--- src/hw/rtl/tcw_pkg.sv ---
// Shared constants and controller/datapath interface types of the text console writer.
package tcw_pkg;

  localparam int COLUMNS = 80;
  localparam int ROWS    = 25;
  localparam int CELLS   = ROWS * COLUMNS;
  localparam int ROW_W   = 5;
  localparam int COL_W   = 7;
  localparam int ADDR_W  = $clog2(CELLS);
  localparam int TAB_W   = 8;

  localparam logic [7:0] RESET_ATTR = 8'h07;
  localparam logic [7:0] SPACE_CHAR = 8'h20;
  localparam logic [7:0] CH_NL      = 8'd10;
  localparam logic [7:0] CH_CR      = 8'd13;
  localparam logic [7:0] CH_TAB     = 8'd9;

  typedef struct packed {
    logic load;
    logic clr_step;
    logic rd_issue;
    logic lf;
    logic cr;
    logic wr_cell;
    logic blank_step;
    logic out_load;
  } tcw_cmd_t;

  typedef struct packed {
    logic clr_last;
    logic is_read;
    logic is_nl;
    logic is_cr;
    logic is_tab;
    logic col_last;
    logic at_bottom;
    logic tab_last;
    logic blank_last;
    logic out_free;
  } tcw_status_t;

endpackage

--- src/hw/rtl/tcw_ctrl.sv ---
// Controller state machine of the text console writer.
module tcw_ctrl (
  input  logic                 clk,
  input  logic                 rst,
  input  logic                 in_valid,
  output logic                 in_ready,
  input  tcw_pkg::tcw_status_t st,
  output tcw_pkg::tcw_cmd_t    cmd
);
  import tcw_pkg::*;

  typedef enum logic [2:0] {
    S_CLEAR, S_IDLE, S_DECODE, S_RD_WAIT, S_WRITE, S_BLANK, S_FINISH
  } state_t;

  state_t state, state_next;

  assign in_ready = (state == S_IDLE);

  always_comb begin
    cmd        = '0;
    state_next = state;
    case (state)
      S_CLEAR: begin
        cmd.clr_step = 1'b1;
        if (st.clr_last) state_next = S_IDLE;
      end
      S_IDLE: begin
        cmd.load = in_valid;
        if (in_valid) state_next = S_DECODE;
      end
      S_DECODE: begin
        if (st.is_read) begin
          cmd.rd_issue = 1'b1;
          state_next   = S_RD_WAIT;
        end else if (st.is_nl) begin
          cmd.lf     = 1'b1;
          state_next = st.at_bottom ? S_BLANK : S_FINISH;
        end else if (st.is_cr) begin
          cmd.cr     = 1'b1;
          state_next = S_FINISH;
        end else begin
          state_next = S_WRITE;
        end
      end
      S_RD_WAIT: state_next = S_FINISH;
      S_WRITE: begin
        cmd.wr_cell = 1'b1;
        if (st.col_last) state_next = st.at_bottom ? S_BLANK : S_FINISH;
        else if (!st.is_tab || st.tab_last) state_next = S_FINISH;
      end
      S_BLANK: begin
        cmd.blank_step = 1'b1;
        if (st.blank_last) state_next = S_FINISH;
      end
      S_FINISH: begin
        if (st.out_free) begin
          cmd.out_load = 1'b1;
          state_next   = S_IDLE;
        end
      end
      default: state_next = S_IDLE;
    endcase
  end

  always_ff @(posedge clk) begin
    if (rst) state <= S_CLEAR;
    else state <= state_next;
  end

endmodule
--- config.mk ---
export PLATFORM = sky130hd
export DESIGN_NAME = tcw_ctrl
export DESIGN_NICKNAME = d
export VERILOG_FILES = /design/src/hw/rtl/tcw_pkg.sv /design/src/hw/rtl/tcw_ctrl.sv
export SDC_FILE = /design/constraint.sdc
export NUM_CORES = 1
export LEC_CHECK = 0
export ABC_CLOCK_PERIOD_IN_PS = 1300
export BUFFER_PORTS_ARGS = -buffer_cell sky130_fd_sc_hd__buf_2
export CAP_MARGIN = 20
export CORE_MARGIN = 1.5
export CORE_UTILIZATION = 24
export CTS_BUF_LIST = sky130_fd_sc_hd__clkbuf_4
export CTS_CLUSTER_SIZE = 16
export DETAILED_ROUTE_END_ITERATION = 6
export GPL_ROUTABILITY_DRIVEN = 1
export PLACE_DENSITY = 0.54
export SYNTH_ARGS = -nofsm -noshare
export SYNTH_HDL_FRONTEND = slang
export SYNTH_SLANG_ARGS = --single-unit
--- constraint.sdc ---
create_clock -name clk -period 1.3 [get_ports clk]
set_input_delay 0.065 -clock clk [delete_from_list [all_inputs] [get_ports clk]]
set_output_delay 0.065 -clock clk [all_outputs]
set_load 0.02 [all_outputs]
==> metrics <==
initial antenna violation count=0; Avg Cell Area, Syn=7.53 um2; max_cap viols=0; synthesis-to-layout area growth=72.8%; hpwl dp=766 um; Final Cycle Share=1.02; row count=13; clock slew at reported path FFs=0.04 ns; CTS tree=yes; cells along the critical path=inv_4 > nor3_4 > nor4bb_4 > buf_4; Worst Skew=0.00384 ns; Setup violations, final=2; max FFs per register=3; ant diodes=0; Total Neg Setup Slack=-0.0478 ns; DR WL/cell=11.0 um; Die Area=1710 um2; Slew HR=0.842; cts hold-fix bufs=0; Worst Path Required=1.24 ns; Core Area=1330 um2; #FFs+latches synth=3; most frequent cells in the layout=buf_2 (17), buf_4 (10), nand2_1 (5), nor2_1 (5); vias in the first global route=406; Worst-Skew Late Latency=0.24 ns; crit path launch type=flop; drt first pass iters=4; Critical Path Sink Type=primary output; failing checks=negative setup slack; WP buf/inv=2; CTS Buf Count=3; cell area after placement=500 um2; status=complete, but fails checks; total congestion overflow=0; vias post-DR=453; Tot GR Track Use=0.125; Critical Path Fanout Max=5; first-pass GRT wire length=1620 um; final hold viol count=0; actual slew at the worst max-slew pin=0.236 ns; Slew Limit Fails=0; Initial Utilization=0.265; biggest regs=state (3); largest net degree at the start of global routing=9; CP top delay family=simple AND/OR/NAND/NOR gates; Reg with most FFs=state; Hold Path Class=input pin to flop; share of layout cells above drive strength 1=0.615; fin area=612 um2; Detailed Route WL=1020 um; Peak VDD IR=0.449 mV; remaining antenna violation count=0; Syn. warnings=0; number of unique standard cell types used by synthesis=26; minimum clock period after layout=1.33 ns; I/O Buffers=21; Fillers=142; nets@finish=92; crit path kind=flop to primary output; slowest cell on the critical path=dfxtp_4; clk buf depth=2; Die Wd=41.4 um; CP max stage delay=0.37 ns; Leakage=0.000286 uW; RSZ-0062 raised after global routing=true; commonest non-fill, non-tap cell in the layout=buf_2; critical path arrival=1.26 ns; height of the die=41.4 um; vias per inst=4.87; I/O Pins=22; total nets after synthesis=60; min setup slack post-route=-0.0295 ns; clk sinks=3; Mapped Area=354 um2; Root Buffer=clkbuf_4; htree depth=1; initial DRC count=5; PwrDens=755 nW/um2; post-route DRC violation count=0; GP Congestion=0.755; fmax=0.752 GHz; cells after synthesis=47; Seq/Total Area, Yosys=0.170
cell type report:
| type | instances | area [um2] | share of cell area |
|---|---|---|---|
| multi-input cells | 39 | 282 | 0.460 |
| repair buffers | 30 | 203 | 0.331 |
| flip-flops and latches | 3 | 68.8 | 0.112 |
| clock buffers | 4 | 30.0 | 0.0491 |
| well taps | 15 | 18.8 | 0.0307 |
| inverters | 2 | 10.0 | 0.0164 |
repair_timing:
action                     4_1_cts  5_1_grt
buffers inserted                 0        4
gates resized for setup          6       10
pin swaps                        1        4
setup endpoints to repair        5        6
stage by stage:
stage,hold slack [ns],total power (uW),std cells,setup slack [ns],utilization
2_1_floorplan,0.133,194,47,0.00232,-
5_1_grt,0.00770,500,93,-0.118,0.459
3_5_place_dp,0.279,254,85,0.0123,0.375
4_1_cts,0.0143,455,89,-0.0755,0.409
6_report,0.0270,462,93,-0.0295,0.459
3_3_place_gp,0.283,255,85,-0.0223,0.375
path summary, 6_finish.rpt:
kind	cells past startpoint	end	startpoint	slack (ns)
setup / recovery	4	cmd[3]	state[1]	-0.03
hold / removal	2	state[0]	rst	0.03
setup reg to reg	5	state[0]	state[1]	-0.02
hold reg to reg	2	state[2]	state[1]	0.58
worst register-to-register path: stages, from the launching register on:
cell and delay [ns]:
dfxtp_4 0.36, buf_6 0.13, nor3b_4 0.21, nand3_2 0.13, and3_4 0.17, a311oi_2 0.24
power breakdown:
group | internal (uW) | switching, uW
Sequential | 96.6 | 7.84
Clock | 136 | 51.4
Combinational | 88.3 | 82.0
Total | 321 | 141
cells by family after synthesis:
family                 synth area share
AO/OA/AOI/OAI                     0.198
buffers and inverters             0.117
flip-flops                        0.170
AND/OR/NAND/NOR                   0.516
cells in the mapped netlist:
| library cell | n | area share |
|---|---|---|
| a21oi_1 | 2 | 0.028 |
| a2bb2oi_1 | 1 | 0.025 |
| a311oi_1 | 1 | 0.025 |
| a311oi_2 | 1 | 0.042 |
| a31oi_1 | 2 | 0.035 |
| and2_1 | 2 | 0.035 |
| and2_2 | 1 | 0.021 |
| and3_2 | 1 | 0.021 |
| and3_4 | 1 | 0.032 |
| and3b_1 | 1 | 0.025 |
| buf_6 | 3 | 0.095 |
| dfxtp_1 | 3 | 0.17 |
| inv_1 | 1 | 0.011 |
| inv_2 | 1 | 0.011 |
| nand2_1 | 5 | 0.053 |
| nand2b_1 | 1 | 0.018 |
| nand3_1 | 1 | 0.014 |
| nand3_2 | 1 | 0.028 |
| nor2_1 | 6 | 0.064 |
| nor2b_1 | 1 | 0.018 |
| nor3_1 | 4 | 0.057 |
| nor3_2 | 1 | 0.028 |
| nor3b_1 | 1 | 0.021 |
| nor3b_4 | 1 | 0.053 |
| nor4bb_1 | 1 | 0.028 |
| o21ai_0 | 3 | 0.042 |
metal layers:
metal  GRT usage  up-vias  part of all wire
met5           0        -                 0
met4      0.0774        0             0.015
met3      0.0652        2             0.063
met2       0.194       16              0.49
met1       0.134      204              0.43
li1            -      231                 -
(Power assumes the default switching activity.)
